<file path="src/sv/mlfq_pkg.sv">
// ----------------------------------------------------------------------------
// mlfq_pkg
// Shared types and constants of the multilevel feedback queue scheduler.
// ----------------------------------------------------------------------------
package mlfq_pkg;

	// default sizes
	localparam int DEF_MAX_PROCS  = 16;
	localparam int DEF_NUM_LEVELS = 4;
	localparam int DEF_TIME_WIDTH = 32;

	// register reset values
	localparam logic [2:0] RST_LEVELS       = 3'd4;
	localparam logic [7:0] RST_QUANTUM_BASE = 8'd2;
	localparam logic [7:0] RST_AGE_LIMIT    = 8'd5;

	// register map (word index)
	localparam int APB_AW = 4;
	localparam logic [1:0] REG_LEVELS    = 2'd0;
	localparam logic [1:0] REG_QUANTUM   = 2'd1;
	localparam logic [1:0] REG_THRESHOLD = 2'd2;

	// item opcodes
	localparam logic OP_ARRIVE = 1'b0;
	localparam logic OP_TICK   = 1'b1;

	typedef struct packed {
		logic [2:0] levels_in_use;
		logic [7:0] quantum_base;
		logic [7:0] age_limit;
	} cfg_t;

	typedef struct packed {
		logic        op;
		logic [3:0]  proc_id;
		logic [1:0]  priority_req;
		logic [15:0] burst;
	} item_t;

	typedef struct packed {
		logic        status;
		logic        slice_valid;
		logic [3:0]  slice_pid;
		logic [31:0] slice_from;
		logic [31:0] slice_end;
		logic        slice_finished;
		logic        run_valid;
		logic [3:0]  run_pid;
		logic [1:0]  run_level;
		logic [31:0] now;
	} result_t;

	// controller -> datapath
	typedef struct packed {
		logic load_in;
		logic arrive;
		logic close;
		logic age_start;
		logic age_next;
		logic age_rd;
		logic age_wr;
		logic sel_rd;
		logic sel_wr;
		logic run;
	} dp_cmd_t;

	// datapath -> controller
	typedef struct packed {
		logic keep_running;
		logic age_elem;
		logic age_last;
		logic any_queued;
	} dp_status_t;

endpackage

</file>
<file path="src/sv/mlfq_if.sv">
// ----------------------------------------------------------------------------
// mlfq_in_if / mlfq_out_if
// Valid/ready channels for scheduler items and results.
// ----------------------------------------------------------------------------
interface mlfq_in_if;
	logic        valid;
	logic        ready;
	logic        op;
	logic [3:0]  proc_id;
	logic [1:0]  priority_req;
	logic [15:0] burst;

	modport source (output valid, op, proc_id, priority_req, burst, input ready);
	modport sink   (input valid, op, proc_id, priority_req, burst, output ready);
endinterface

interface mlfq_out_if;
	logic        valid;
	logic        ready;
	logic        status;
	logic        slice_valid;
	logic [3:0]  slice_pid;
	logic [31:0] slice_from;
	logic [31:0] slice_end;
	logic        slice_finished;
	logic        run_valid;
	logic [3:0]  run_pid;
	logic [1:0]  run_level;
	logic [31:0] now;

	modport source (output valid, status, slice_valid, slice_pid, slice_from, slice_end,
		slice_finished, run_valid, run_pid, run_level, now, input ready);
	modport sink   (input valid, status, slice_valid, slice_pid, slice_from, slice_end,
		slice_finished, run_valid, run_pid, run_level, now, output ready);
endinterface

</file>
<file path="src/sv/mlfq_ram.sv">
// ----------------------------------------------------------------------------
// mlfq_ram
// Generic single-write, single-read RAM with registered read data.
// ----------------------------------------------------------------------------
module mlfq_ram #(
	parameter int WIDTH = 4,
	parameter int DEPTH = 64
) (
	input  logic                     clk,
	input  logic                     we,
	input  logic [$clog2(DEPTH)-1:0] waddr,
	input  logic [WIDTH-1:0]         wdata,
	input  logic [$clog2(DEPTH)-1:0] raddr,
	output logic [WIDTH-1:0]         rdata
);

	logic [WIDTH-1:0] mem_q [DEPTH];
	logic [WIDTH-1:0] rdata_q;

	always_ff @(posedge clk) begin
		if (we) begin
			mem_q[waddr] <= wdata;
		end
		rdata_q <= mem_q[raddr];
	end

	assign rdata = rdata_q;

endmodule

</file>
<file path="src/sv/mlfq_ctrl.sv">
// ----------------------------------------------------------------------------
// mlfq_ctrl
// Sequencer: accepts an item, steps the datapath through arrival, or through
// close, aging, selection and run, and owns the result register handshake.
// ----------------------------------------------------------------------------
module mlfq_ctrl import mlfq_pkg::*; (
	input  logic       clk,
	input  logic       arst_n,
	input  logic       in_valid,
	input  logic       in_op,
	output logic       in_ready,
	output logic       out_valid,
	input  logic       out_ready,
	input  dp_status_t status,
	output dp_cmd_t    cmd
);

	typedef enum logic [7:0] {
		S_IDLE   = 8'b00000001,
		S_ARRIVE = 8'b00000010,
		S_CLOSE  = 8'b00000100,
		S_AGE_RD = 8'b00001000,
		S_AGE_WR = 8'b00010000,
		S_SEL_RD = 8'b00100000,
		S_SEL_WR = 8'b01000000,
		S_RUN    = 8'b10000000
	} state_t;

	state_t state_q, state_d;
	logic   out_valid_q;
	logic   out_free;
	logic   out_load;

	// result slot can take a new item this cycle
	assign out_free = !out_valid_q || out_ready;

	// next state and commands
	always_comb begin
		state_d  = state_q;
		cmd      = '0;
		in_ready = 1'b0;
		out_load = 1'b0;
		unique case (state_q)
			S_IDLE: begin
				in_ready = 1'b1;
				if (in_valid) begin
					cmd.load_in = 1'b1;
					state_d = (in_op == OP_TICK) ? S_CLOSE : S_ARRIVE;
				end
			end
			S_ARRIVE: begin
				if (out_free) begin
					cmd.arrive = 1'b1;
					out_load   = 1'b1;
					state_d    = S_IDLE;
				end
			end
			S_CLOSE: begin
				cmd.close = 1'b1;
				if (status.keep_running) begin
					state_d = S_RUN;
				end else begin
					cmd.age_start = 1'b1;
					state_d = S_AGE_RD;
				end
			end
			S_AGE_RD: begin
				if (status.age_elem) begin
					cmd.age_rd = 1'b1;
					state_d = S_AGE_WR;
				end else if (!status.age_last) begin
					cmd.age_next = 1'b1;
				end else begin
					state_d = S_SEL_RD;
				end
			end
			S_AGE_WR: begin
				cmd.age_wr = 1'b1;
				state_d = S_AGE_RD;
			end
			S_SEL_RD: begin
				if (status.any_queued) begin
					cmd.sel_rd = 1'b1;
					state_d = S_SEL_WR;
				end else begin
					state_d = S_RUN;
				end
			end
			S_SEL_WR: begin
				cmd.sel_wr = 1'b1;
				state_d = S_RUN;
			end
			S_RUN: begin
				if (out_free) begin
					cmd.run  = 1'b1;
					out_load = 1'b1;
					state_d  = S_IDLE;
				end
			end
			default: begin
				state_d = S_IDLE;
			end
		endcase
	end

	// state and result valid
	always_ff @(posedge clk or negedge arst_n) begin
		if (!arst_n) begin
			state_q     <= S_IDLE;
			out_valid_q <= 1'b0;
		end else begin
			state_q <= state_d;
			if (out_load) begin
				out_valid_q <= 1'b1;
			end else if (out_ready) begin
				out_valid_q <= 1'b0;
			end
		end
	end

	assign out_valid = out_valid_q;

endmodule

</file>
<file path="src/sv/mlfq_dp.sv">
// ----------------------------------------------------------------------------
// mlfq_dp
// Datapath: level queues in RAM, per-process state, running slice, time,
// and the result register.
// ----------------------------------------------------------------------------
module mlfq_dp import mlfq_pkg::*; #(
	parameter int MAX_PROCS  = DEF_MAX_PROCS,
	parameter int NUM_LEVELS = DEF_NUM_LEVELS,
	parameter int TIME_WIDTH = DEF_TIME_WIDTH
) (
	input  logic       clk,
	input  logic       arst_n,
	input  dp_cmd_t    cmd,
	output dp_status_t status,
	input  cfg_t       cfg,
	input  item_t      item,
	output result_t    result
);

	localparam int PW = $clog2(MAX_PROCS);
	localparam int LW = (NUM_LEVELS > 1) ? $clog2(NUM_LEVELS) : 1;
	localparam int CW = $clog2(MAX_PROCS + 1);
	localparam int AW = LW + PW;
	localparam int TW = TIME_WIDTH;

	// queues
	logic [PW-1:0] head_q [NUM_LEVELS];
	logic [CW-1:0] cnt_q  [NUM_LEVELS];

	// per-process state
	logic [15:0] rem_q  [MAX_PROCS];
	logic [7:0]  wait_q [MAX_PROCS];
	logic        act_q  [MAX_PROCS];

	// running slice and time
	logic          run_valid_q;
	logic [PW-1:0] run_pid_q;
	logic [LW-1:0] run_lvl_q;
	logic [15:0]   quant_q;
	logic [TW-1:0] begin_q;
	logic [TW-1:0] time_q;

	// aging walk
	logic [LW-1:0] age_lvl_q;
	logic [CW-1:0] age_k_q;
	logic [CW-1:0] age_n_q;

	// item, closed slice of this tick, result
	item_t         item_q;
	logic          sl_valid_q;
	logic [PW-1:0] sl_pid_q;
	logic [TW-1:0] sl_start_q;
	logic [TW-1:0] sl_end_q;
	logic          sl_fin_q;
	result_t       result_q;

	// combinational
	logic [3:0]    eff_lv;
	logic [8:0]    id9;
	logic          id_ok;
	logic [PW-1:0] a_idx;
	logic          reject;
	logic [3:0]    a_lvl4;
	logic          higher;
	logic          rem_zero;
	logic          closing;
	logic [LW-1:0] demote_lvl;
	logic          sel_any;
	logic [LW-1:0] sel_lvl;
	logic [PW-1:0] rd_pid;
	logic          promote;
	logic          push_en;
	logic [LW-1:0] push_lvl;
	logic [PW-1:0] push_pid;
	logic          pop_en;
	logic [LW-1:0] pop_lvl;
	logic [PW-1:0] tail;
	logic [7:0]    bq;
	logic [TW-1:0] time_inc;

	function automatic logic [31:0] to32(input logic [TW-1:0] v);
		logic [63:0] t;
		t = 64'(v);
		return t[31:0];
	endfunction

	function automatic logic [3:0] pid4(input logic [PW-1:0] v);
		logic [8:0] t;
		t = 9'(v);
		return t[3:0];
	endfunction

	function automatic logic [1:0] lvl2(input logic [LW-1:0] v);
		logic [3:0] t;
		t = 4'(v);
		return t[1:0];
	endfunction

	// wrap an index that runs past the last process back into the table
	function automatic logic [PW-1:0] wrap(input logic [PW:0] v);
		logic [PW:0] t;
		t = (v >= (PW+1)'(MAX_PROCS)) ? v - (PW+1)'(MAX_PROCS) : v;
		return t[PW-1:0];
	endfunction

	// effective level count
	always_comb begin
		if (cfg.levels_in_use == 3'd0) begin
			eff_lv = 4'd1;
		end else if (4'(cfg.levels_in_use) > 4'(NUM_LEVELS)) begin
			eff_lv = 4'(NUM_LEVELS);
		end else begin
			eff_lv = 4'(cfg.levels_in_use);
		end
	end

	// arrival checks and level clamp
	assign id9    = 9'(item_q.proc_id);
	assign id_ok  = id9 < 9'(MAX_PROCS);
	assign a_idx  = id9[PW-1:0];
	assign reject = !id_ok || act_q[a_idx] || (item_q.burst == 16'd0);
	assign a_lvl4 = (4'(item_q.priority_req) < eff_lv - 4'd1) ?
		4'(item_q.priority_req) : eff_lv - 4'd1;

	// slice close decision
	always_comb begin
		higher = 1'b0;
		for (int p = 0; p < NUM_LEVELS; p++) begin
			if (LW'(p) < run_lvl_q && cnt_q[p] != '0) begin
				higher = 1'b1;
			end
		end
	end
	assign rem_zero   = rem_q[run_pid_q] == 16'd0;
	assign closing    = run_valid_q && (rem_zero || higher || quant_q == 16'd0);
	assign demote_lvl = (4'(run_lvl_q) + 4'd1 < eff_lv) ? run_lvl_q + 1'b1 : run_lvl_q;

	// highest nonempty level
	always_comb begin
		sel_any = 1'b0;
		sel_lvl = '0;
		for (int p = NUM_LEVELS - 1; p >= 0; p--) begin
			if (cnt_q[p] != '0) begin
				sel_any = 1'b1;
				sel_lvl = LW'(p);
			end
		end
	end

	assign promote = wait_q[rd_pid] >= cfg.age_limit;
	assign bq      = (cfg.quantum_base == 8'd0) ? 8'd1 : cfg.quantum_base;

	// queue write side
	always_comb begin
		push_en  = 1'b0;
		push_lvl = '0;
		push_pid = '0;
		if (cmd.arrive && !reject) begin
			push_en  = 1'b1;
			push_lvl = LW'(a_lvl4);
			push_pid = a_idx;
		end else if (cmd.close && closing && !rem_zero) begin
			push_en  = 1'b1;
			push_lvl = higher ? run_lvl_q : demote_lvl;
			push_pid = run_pid_q;
		end else if (cmd.age_wr) begin
			push_en  = 1'b1;
			push_lvl = promote ? age_lvl_q - 1'b1 : age_lvl_q;
			push_pid = rd_pid;
		end
	end

	// queue read side
	always_comb begin
		pop_en  = 1'b0;
		pop_lvl = '0;
		if (cmd.age_rd) begin
			pop_en  = 1'b1;
			pop_lvl = age_lvl_q;
		end else if (cmd.sel_rd) begin
			pop_en  = 1'b1;
			pop_lvl = sel_lvl;
		end
	end

	assign tail = wrap({1'b0, head_q[push_lvl]} + (PW+1)'(cnt_q[push_lvl]));

	mlfq_ram #(
		.WIDTH(PW),
		.DEPTH(1 << AW)
	) u_queue_ram (
		.clk  (clk),
		.we   (push_en),
		.waddr({push_lvl, tail}),
		.wdata(push_pid),
		.raddr({pop_lvl, head_q[pop_lvl]}),
		.rdata(rd_pid)
	);

	// queue heads and counts
	always_ff @(posedge clk or negedge arst_n) begin
		if (!arst_n) begin
			for (int l = 0; l < NUM_LEVELS; l++) begin
				head_q[l] <= '0;
				cnt_q[l]  <= '0;
			end
		end else begin
			for (int l = 0; l < NUM_LEVELS; l++) begin
				if (pop_en && pop_lvl == LW'(l)) begin
					head_q[l] <= wrap({1'b0, head_q[l]} + 1'b1);
				end
				cnt_q[l] <= cnt_q[l] + CW'(push_en && push_lvl == LW'(l))
					- CW'(pop_en && pop_lvl == LW'(l));
			end
		end
	end

	assign time_inc = time_q + 1'b1;

	// process, slice, aging and time state
	always_ff @(posedge clk or negedge arst_n) begin
		if (!arst_n) begin
			for (int j = 0; j < MAX_PROCS; j++) begin
				wait_q[j] <= '0;
				act_q[j]  <= 1'b0;
			end
			run_valid_q <= 1'b0;
			run_pid_q   <= '0;
			run_lvl_q   <= '0;
			quant_q     <= '0;
			begin_q     <= '0;
			time_q      <= '0;
			age_lvl_q   <= '0;
			age_k_q     <= '0;
			age_n_q     <= '0;
		end else begin
			// arrival
			if (cmd.arrive && !reject) begin
				wait_q[a_idx] <= '0;
				act_q[a_idx]  <= 1'b1;
			end
			// close
			if (cmd.close && closing) begin
				wait_q[run_pid_q] <= '0;
				run_valid_q <= 1'b0;
				if (rem_zero) begin
					act_q[run_pid_q] <= 1'b0;
				end
			end
			// aging walk
			if (cmd.age_start) begin
				age_lvl_q <= '0;
				age_k_q   <= '0;
				age_n_q   <= '0;
			end
			if (cmd.age_next) begin
				age_lvl_q <= age_lvl_q + 1'b1;
				age_k_q   <= '0;
				age_n_q   <= cnt_q[LW'(age_lvl_q + 1'b1)];
			end
			if (cmd.age_rd) begin
				age_k_q <= age_k_q + 1'b1;
			end
			if (cmd.age_wr && promote) begin
				wait_q[rd_pid] <= '0;
			end
			// select
			if (cmd.sel_rd) begin
				run_lvl_q <= sel_lvl;
				quant_q   <= 16'({8'd0, bq} << sel_lvl);
				begin_q   <= time_q;
			end
			if (cmd.sel_wr) begin
				run_pid_q   <= rd_pid;
				run_valid_q <= 1'b1;
			end
			// one time unit
			if (cmd.run) begin
				time_q <= time_inc;
				if (run_valid_q) begin
					if (quant_q != 16'd0) begin
						quant_q <= quant_q - 16'd1;
					end
					for (int j = 0; j < MAX_PROCS; j++) begin
						if (act_q[j] && PW'(j) != run_pid_q && wait_q[j] != 8'hFF) begin
							wait_q[j] <= wait_q[j] + 8'd1;
						end
					end
				end
			end
		end
	end

	// remaining time, item, slice record, result
	always_ff @(posedge clk) begin
		if (cmd.arrive && !reject) begin
			rem_q[a_idx] <= item_q.burst;
		end
		if (cmd.run && run_valid_q && !rem_zero) begin
			rem_q[run_pid_q] <= rem_q[run_pid_q] - 16'd1;
		end
		if (cmd.load_in) begin
			item_q     <= item;
			sl_valid_q <= 1'b0;
		end
		if (cmd.close && closing) begin
			sl_valid_q <= 1'b1;
			sl_pid_q   <= run_pid_q;
			sl_start_q <= begin_q;
			sl_end_q   <= time_q;
			sl_fin_q   <= rem_zero;
		end
		if (cmd.arrive) begin
			result_q.status         <= reject;
			result_q.slice_valid    <= 1'b0;
			result_q.slice_pid      <= 4'd0;
			result_q.slice_from     <= 32'd0;
			result_q.slice_end      <= 32'd0;
			result_q.slice_finished <= 1'b0;
			result_q.run_valid      <= 1'b0;
			result_q.run_pid        <= 4'd0;
			result_q.run_level      <= 2'd0;
			result_q.now            <= to32(time_q);
		end
		if (cmd.run) begin
			result_q.status         <= 1'b0;
			result_q.slice_valid    <= sl_valid_q;
			result_q.slice_pid      <= sl_valid_q ? pid4(sl_pid_q) : 4'd0;
			result_q.slice_from     <= sl_valid_q ? to32(sl_start_q) : 32'd0;
			result_q.slice_end      <= sl_valid_q ? to32(sl_end_q) : 32'd0;
			result_q.slice_finished <= sl_valid_q && sl_fin_q;
			result_q.run_valid      <= run_valid_q;
			result_q.run_pid        <= run_valid_q ? pid4(run_pid_q) : 4'd0;
			result_q.run_level      <= run_valid_q ? lvl2(run_lvl_q) : 2'd0;
			result_q.now            <= to32(time_inc);
		end
	end

	assign result = result_q;

	assign status.keep_running = run_valid_q && !closing;
	assign status.age_elem     = age_k_q != age_n_q;
	assign status.age_last     = age_lvl_q == LW'(NUM_LEVELS - 1);
	assign status.any_queued   = sel_any;

	// occupancy: queued plus running never exceeds the process table
	logic [CW+3:0] q_total;
	always_comb begin
		q_total = (CW+4)'(run_valid_q);
		for (int l = 0; l < NUM_LEVELS; l++) begin
			q_total = q_total + (CW+4)'(cnt_q[l]);
		end
	end

	a_occupancy: assert property (@(posedge clk) disable iff (!arst_n)
		q_total <= (CW+4)'(MAX_PROCS))
		else $error("queued and running processes exceed the process table");

	a_running_active: assert property (@(posedge clk) disable iff (!arst_n)
		run_valid_q |-> act_q[run_pid_q])
		else $error("running process is not present");

	a_tick_time: assert property (@(posedge clk) disable iff (!arst_n)
		cmd.run |=> time_q == TW'($past(time_q) + 1'b1))
		else $error("time did not advance by one on a tick");

	a_age_level: assert property (@(posedge clk) disable iff (!arst_n)
		cmd.age_wr |-> age_lvl_q != '0)
		else $error("aging write-back on the top level");

endmodule

</file>
<file path="src/sv/mlfq_scheduler_with_aging_core.sv">
// ----------------------------------------------------------------------------
// mlfq_scheduler_with_aging_core
// Multilevel feedback queue scheduler with aging, APB configuration.
// ----------------------------------------------------------------------------
// Items are handled one at a time. An arrival passes through the arrive
// state. A tick whose running slice stays open goes from close straight to
// run. Any other tick runs the aging walk over the waiters on levels 1 and
// below after the running slice closes, then a selection read and write-back
// when a queued process is picked to run;
// the walk rotates each waiter through the queue RAM with a read and a
// write-back. The result register lets the next item be accepted
// while a result waits; work stalls only when that register is still full.
// Registers: 0x0 levels_in_use, 0x4 quantum base, 0x8 age limit.
// ----------------------------------------------------------------------------
module mlfq_scheduler_with_aging_core import mlfq_pkg::*; #(
	parameter int MAX_PROCS  = DEF_MAX_PROCS,
	parameter int NUM_LEVELS = DEF_NUM_LEVELS,
	parameter int TIME_WIDTH = DEF_TIME_WIDTH
) (
	input  logic              clk,
	input  logic              arst_n,
	mlfq_in_if.sink           request,
	mlfq_out_if.source        response,
	input  logic              psel,
	input  logic              penable,
	input  logic              pwrite,
	input  logic [APB_AW-1:0] paddr,
	input  logic [31:0]       pwdata,
	output logic [31:0]       prdata,
	output logic              pready
);

	cfg_t       cfg_q;
	item_t      item;
	result_t    result;
	dp_cmd_t    cmd;
	dp_status_t status;
	logic       wr_en;

	// configuration registers
	assign pready = 1'b1;
	assign wr_en  = psel && penable && pwrite;

	always_ff @(posedge clk or negedge arst_n) begin
		if (!arst_n) begin
			cfg_q.levels_in_use <= RST_LEVELS;
			cfg_q.quantum_base  <= RST_QUANTUM_BASE;
			cfg_q.age_limit     <= RST_AGE_LIMIT;
		end else if (wr_en && paddr[1:0] == 2'd0) begin
			unique case (paddr[3:2])
				REG_LEVELS:    cfg_q.levels_in_use <= pwdata[2:0];
				REG_QUANTUM:   cfg_q.quantum_base  <= pwdata[7:0];
				REG_THRESHOLD: cfg_q.age_limit     <= pwdata[7:0];
				default: ;
			endcase
		end
	end

	// register readback
	always_comb begin
		unique case (paddr[3:2])
			REG_LEVELS:    prdata = {29'd0, cfg_q.levels_in_use};
			REG_QUANTUM:   prdata = {24'd0, cfg_q.quantum_base};
			REG_THRESHOLD: prdata = {24'd0, cfg_q.age_limit};
			default:       prdata = 32'd0;
		endcase
	end

	assign item.op           = request.op;
	assign item.proc_id      = request.proc_id;
	assign item.priority_req = request.priority_req;
	assign item.burst        = request.burst;

	mlfq_ctrl u_ctrl (
		.clk      (clk),
		.arst_n   (arst_n),
		.in_valid (request.valid),
		.in_op    (request.op),
		.in_ready (request.ready),
		.out_valid(response.valid),
		.out_ready(response.ready),
		.status   (status),
		.cmd      (cmd)
	);

	mlfq_dp #(
		.MAX_PROCS (MAX_PROCS),
		.NUM_LEVELS(NUM_LEVELS),
		.TIME_WIDTH(TIME_WIDTH)
	) u_dp (
		.clk   (clk),
		.arst_n(arst_n),
		.cmd   (cmd),
		.status(status),
		.cfg   (cfg_q),
		.item  (item),
		.result(result)
	);

	assign response.status         = result.status;
	assign response.slice_valid    = result.slice_valid;
	assign response.slice_pid      = result.slice_pid;
	assign response.slice_from     = result.slice_from;
	assign response.slice_end      = result.slice_end;
	assign response.slice_finished = result.slice_finished;
	assign response.run_valid      = result.run_valid;
	assign response.run_pid        = result.run_pid;
	assign response.run_level      = result.run_level;
	assign response.now            = result.now;

endmodule
</file>
<file path="src/flat_wrapper.sv">
// flat-port wrapper written by rule: the top's interface ports become plain ports
module mlfq_scheduler_with_aging_core_flat import mlfq_pkg::*;
#(
	parameter int MAX_PROCS  = DEF_MAX_PROCS,
	parameter int NUM_LEVELS = DEF_NUM_LEVELS,
	parameter int TIME_WIDTH = DEF_TIME_WIDTH
)
  (clk, arst_n, psel, penable, pwrite, paddr, pwdata, prdata, pready, request_valid, request_op, request_proc_id, request_priority_req, request_burst, request_ready, response_valid, response_status, response_slice_valid, response_slice_pid, response_slice_from, response_slice_end, response_slice_finished, response_run_valid, response_run_pid, response_run_level, response_now, response_ready);
  mlfq_in_if request_i ();
  mlfq_out_if response_i ();
  input  logic clk;
  input  logic arst_n;
  input  logic psel;
  input  logic penable;
  input  logic pwrite;
  input  logic [APB_AW-1:0] paddr;
  input  logic [31:0] pwdata;
  output logic [31:0] prdata;
  output logic pready;
  input wire logic [$bits(request_i.valid)-1:0] request_valid;
  input wire logic [$bits(request_i.op)-1:0] request_op;
  input wire logic [$bits(request_i.proc_id)-1:0] request_proc_id;
  input wire logic [$bits(request_i.priority_req)-1:0] request_priority_req;
  input wire logic [$bits(request_i.burst)-1:0] request_burst;
  output wire logic [$bits(request_i.ready)-1:0] request_ready;
  output wire logic [$bits(response_i.valid)-1:0] response_valid;
  output wire logic [$bits(response_i.status)-1:0] response_status;
  output wire logic [$bits(response_i.slice_valid)-1:0] response_slice_valid;
  output wire logic [$bits(response_i.slice_pid)-1:0] response_slice_pid;
  output wire logic [$bits(response_i.slice_from)-1:0] response_slice_from;
  output wire logic [$bits(response_i.slice_end)-1:0] response_slice_end;
  output wire logic [$bits(response_i.slice_finished)-1:0] response_slice_finished;
  output wire logic [$bits(response_i.run_valid)-1:0] response_run_valid;
  output wire logic [$bits(response_i.run_pid)-1:0] response_run_pid;
  output wire logic [$bits(response_i.run_level)-1:0] response_run_level;
  output wire logic [$bits(response_i.now)-1:0] response_now;
  input wire logic [$bits(response_i.ready)-1:0] response_ready;
  assign request_i.valid = request_valid;
  assign request_i.op = request_op;
  assign request_i.proc_id = request_proc_id;
  assign request_i.priority_req = request_priority_req;
  assign request_i.burst = request_burst;
  assign request_ready = request_i.ready;
  assign response_valid = response_i.valid;
  assign response_status = response_i.status;
  assign response_slice_valid = response_i.slice_valid;
  assign response_slice_pid = response_i.slice_pid;
  assign response_slice_from = response_i.slice_from;
  assign response_slice_end = response_i.slice_end;
  assign response_slice_finished = response_i.slice_finished;
  assign response_run_valid = response_i.run_valid;
  assign response_run_pid = response_i.run_pid;
  assign response_run_level = response_i.run_level;
  assign response_now = response_i.now;
  assign response_i.ready = response_ready;
  mlfq_scheduler_with_aging_core #(.MAX_PROCS(MAX_PROCS), .NUM_LEVELS(NUM_LEVELS), .TIME_WIDTH(TIME_WIDTH)) u_core (.clk(clk), .arst_n(arst_n), .request(request_i), .response(response_i), .psel(psel), .penable(penable), .pwrite(pwrite), .paddr(paddr), .pwdata(pwdata), .prdata(prdata), .pready(pready));
endmodule
</file>
<file path="config.mk">
export PLATFORM = sky130hd
export DESIGN_NAME = mlfq_scheduler_with_aging_core_flat
export DESIGN_NICKNAME = d
export VERILOG_FILES = /design/src/sv/mlfq_pkg.sv /design/src/sv/mlfq_if.sv /design/src/sv/mlfq_ram.sv /design/src/sv/mlfq_ctrl.sv /design/src/sv/mlfq_dp.sv /design/src/sv/mlfq_scheduler_with_aging_core.sv /design/src/flat_wrapper.sv
export SDC_FILE = /design/constraint.sdc
export NUM_CORES = 2
export LEC_CHECK = 0
export ABC_AREA = 1
export ABC_CLOCK_PERIOD_IN_PS = 19200
export BUFFER_PORTS_ARGS = -buffer_cell sky130_fd_sc_hd__buf_4
export CAP_MARGIN = 40
export CORE_ASPECT_RATIO = 0.75
export CORE_MARGIN = 1
export CORE_UTILIZATION = 45
export DETAILED_ROUTE_END_ITERATION = 8
export SKIP_LAST_GASP = 1
export SYNTH_ARGS = -nofsm -noshare
export SYNTH_HDL_FRONTEND = slang
export SYNTH_SLANG_ARGS = --single-unit
</file>
<file path="constraint.sdc">
create_clock -name clk -period 19.2 [get_ports clk]
set_input_delay 3.84 -clock clk [delete_from_list [all_inputs] [get_ports clk]]
set_output_delay 3.84 -clock clk [all_outputs]
set_load 0.03 [all_outputs]
</file>
==> metrics.yaml <==
run_status:
  outcome: "finished, final reports clean"
yosys:
  syn-cell-area_um2: 47500
  avgSynthCellArea_um2: 10.1
  yosysTopAreaCellShare: 0.451
  ys_seq_elements: 1025
  synth_common_cells: "nand2_1, edfxtp_1, inv_1"
  synth_top_area_cell: "edfxtp_1"
  synth_seq_area_share: 0.615
  ys.flop_type: "edfxtp_1"
  async_reset_ff_frac: 0.300
  syn_inst: 4706
  yosys_warnings: 0
  ys_top_cells_by_area: "edfxtp_1, dfrtp_1, nand2_1"
  synth-edff-count: 712
  synth.distinct_cells: 64
  synthMostInstantiatedCell: "nand2_1"
floorplan:
  die_w_um: 377
  io_pins: 211
  dieArea_um2: 107000
  die_y_um: 283
  std_cell_rows: 102
  start_util: 0.457
  core_um2: 104000
clocking:
  cts_setup_buffers: 0
  cts_buffers: 100
  clock-sinks: 1025
  clk_pin_slew_ns: 0.06
  cts_tree: "done"
  clock_latency_ns: 0.70
  cts_max_level: 3
  cts-root-buf: "clkbuf_16"
  clockBufferDepth: 3
  postCtsHoldBufs: 0
  cts-resized-gates: 0
placed_design:
  dpl-instance-area_um2: 50500
  finalWeightedCongestion: 0.908
  port_buffers: 161
  hpwlAfterDp_um: 80700
drt:
  drc: 0
  avgRoutedWirePerCell_um: 19.3
  viasPerCell: 5.28
  antenna_left: 0
  drt_iter0_drc: 3278
  num_vias: 33700
  wl_um: 123000
  drt_first_pass_iters: 6
setup_path:
  endpoint: "u_core.u_dp.u_queue_ram.mem_q[10][0]$_DFFE_PP_"
  crit_buf_inv: 6
  crit_slowest_cell: "nand3_1"
  rrSetupSlack_ns: 11.28
  worstPathArrival_ns: 9.21
  cp.depth: 22
  startpoint: "response_ready"
  rr_worst_depth: 29
  cp_max_fo: 8
  worstPathRequired_ns: 19.53
  critPathCaptureType: "register"
  crit-reg2reg-launch: "u_core.u_dp.u_queue_ram.rdata[0]$_DFF_P_"
  worstPathCellList: "buf_4 -> nor2_1 -> buf_4 -> nor2_1 -> nand2_1 -> nor2_1 -> nand2_1 -> inv_1 -> nand2_1 -> nand3_4 -> nand2_1 -> inv_1 -> a22oi_1 -> o221ai_1 -> inv_1 -> fa_1 -> or2_2 -> nand2_1 -> inv_1 -> nor2_1 -> nand3_1 -> nor2_1"
  cp_top_family: "simple AND/OR/NAND/NOR gates"
  crit_type: "in -> reg"
  slowest_delay_ns: 0.64
  start_kind: "primary input"
  r2r-end: "u_core.u_dp.u_queue_ram.mem_q[10][0]$_DFFE_PP_"
timing:
  fmax_mhz: 113
  rsz0062_at_grt: "no"
  post-route-period-util: 0.462
  finalSetupViolCount: 0
  slew_violations: 0
  tns_ns: 0
  worstMarginPinSlew_ns: 0.914
  slew_headroom: 0.384
  hold_viol_final: 0
  fin_crit_ns: 8.88
  fin_skew_ns: 0.0249
pwr:
  finalPower_mw: 6.34
  p_leak_nw: 22.4
  p_per_area_nw_per_um2: 118
  vdd_drop_max_mv: 0.0878
cells_and_area:
  drive_above_1_share: 0.103
  multiInputGateArea_um2: 15000
  final_area_um2: 53800
  num-fill-cells: 9382
  regArea_um2: 29200
  syn_to_final_growth_pct: 13.3
  layout.nets: 5038
global_route:
  grt_max_degree: 132
  grt.overflow.total: 0
  track_usage: 0.231
  grt_pass1_wl_um: 190000
  antenna_found_initial: 3
  grt_pass1_vias: 31600
worst_hold_path:
  min_path_type: "reg -> reg"
  worstHoldStart: "u_core.u_dp.begin_q[10]$_DFFE_PN0P_"
flow_run:
  cap_violations: 0
==> stage by stage <==
stage               hold slack (ns)  worst slack, ns  std cells   util
floorplan                     0.425             6.93       4729      -
detailed placement            0.430             9.79       6201  0.486
CTS                           0.444            10.54       6388  0.518
global route                  0.450            10.12       6390  0.518
global placement              0.428             9.86       6180  0.483
finish                        0.445            10.32       6390  0.518
==> placed cells by master, fill, tap and decap left out, types with 11 or more instances in the layout <==
cell type	count
nand2_1	1111
edfxtp_1	712
inv_1	647
nand3_1	350
nor2_1	310
dfrtp_1	300
buf_4	232
o21ai_0	225
xor2_1	134
o22ai_1	134
clkbuf_16	102
nand3b_1	98
ha_1	67
nor3_1	61
a21oi_1	50
nand4_1	41
xnor2_1	33
clkbuf_1	28
a22oi_1	27
conb_1	25
clkinv_2	22
nor2_2	21
inv_2	19
nor4_1	14
nand3_4	14
nand2_2	13
o221ai_1	13
clkinv_1	12
a32oi_1	11
o2111ai_2	11
==> routing by layer <==
layer	global-route usage	vias up	part of all wire
li1	-	16100	-
met1	0.359	16400	0.48
met2	0.331	1092	0.42
met3	0.0490	151	0.078
met4	0.0477	0	0.018
met5	0	-	0
==> power breakdown <==
| part | leakage (nW) | internal, mW | total [mW] | switching, mW |
|---|---|---|---|---|
| clock | 1.58 | 1.11 | 1.97 | 0.856 |
| sequential | 10.7 | 2.58 | 2.71 | 0.135 |
| combinational | 10.2 | 0.517 | 1.67 | 1.15 |
| total | 22.4 | 4.20 | 6.34 | 2.14 |
==> sequential cells by signal, indices dropped and copies added, names as in the netlist, 8 cells and up <==
signal / count
u_core.u_dp.rem_q: 256
u_core.u_dp.u_queue_ram.mem_q: 256
u_core.u_dp.wait_q: 128
u_core.u_dp.result: 110
u_core.u_dp.begin_q: 32
u_core.u_dp.sl_end_q: 32
u_core.u_dp.sl_start_q: 32
u_core.u_dp.time_q: 32
u_core.u_dp.cnt_q: 20
u_core.cfg_q: 19
u_core.u_dp.item_q: 18
u_core.u_dp.act_q: 16
u_core.u_dp.head_q: 16
u_core.u_dp.quant_q: 16
u_core.u_ctrl.state_q: 8
==> cell type report <==
| type | count | area share |
|---|---|---|
| Antenna cell | 1 | 0.0000465 |
| Clock buffer | 136 | 0.0510 |
| Clock inverter | 51 | 0.00915 |
| Inverter | 670 | 0.0469 |
| Multi-Input combinational cell | 2855 | 0.279 |
| Sequential cell | 1025 | 0.543 |
| Tap cell | 1404 | 0.0327 |
| Timing Repair Buffer | 248 | 0.0379 |
==> worst min-delay path by stage <==
stage | to | slack [ns] | cells past startpoint
after floorplan | u_core.u_dp.sl_start_q[0]$_DFFE_PN_ | 0.43 | 0
after global placement | u_core.u_dp.sl_start_q[11]$_DFFE_PN_ | 0.43 | 0
after detailed placement | u_core.u_dp.sl_start_q[27]$_DFFE_PN_ | 0.43 | 0
after CTS | u_core.u_dp.sl_start_q[18]$_DFFE_PN_ | 0.44 | 0
after global routing | u_core.u_dp.sl_start_q[15]$_DFFE_PN_ | 0.45 | 0
final | u_core.u_dp.sl_start_q[10]$_DFFE_PN_ | 0.44 | 0
==> cells by family (layout without fill, tap and decap cells) <==
kind of cell / after synthesis / count (layout) / share of synthesized area
compound gates: 529 / 529 / 0.0682
other cells: 2 / 26 / 0.000158
simple gates: 2055 / 2055 / 0.192
buf+inv: 849 / 1105 / 0.0729
fa+ha+maj: 72 / 72 / 0.0198
flops: 1025 / 1025 / 0.615
xor+xnor: 167 / 167 / 0.0308
mux: 7 / 7 / 0.00150
No activity file was read; power rests on OpenSTA's default activity.
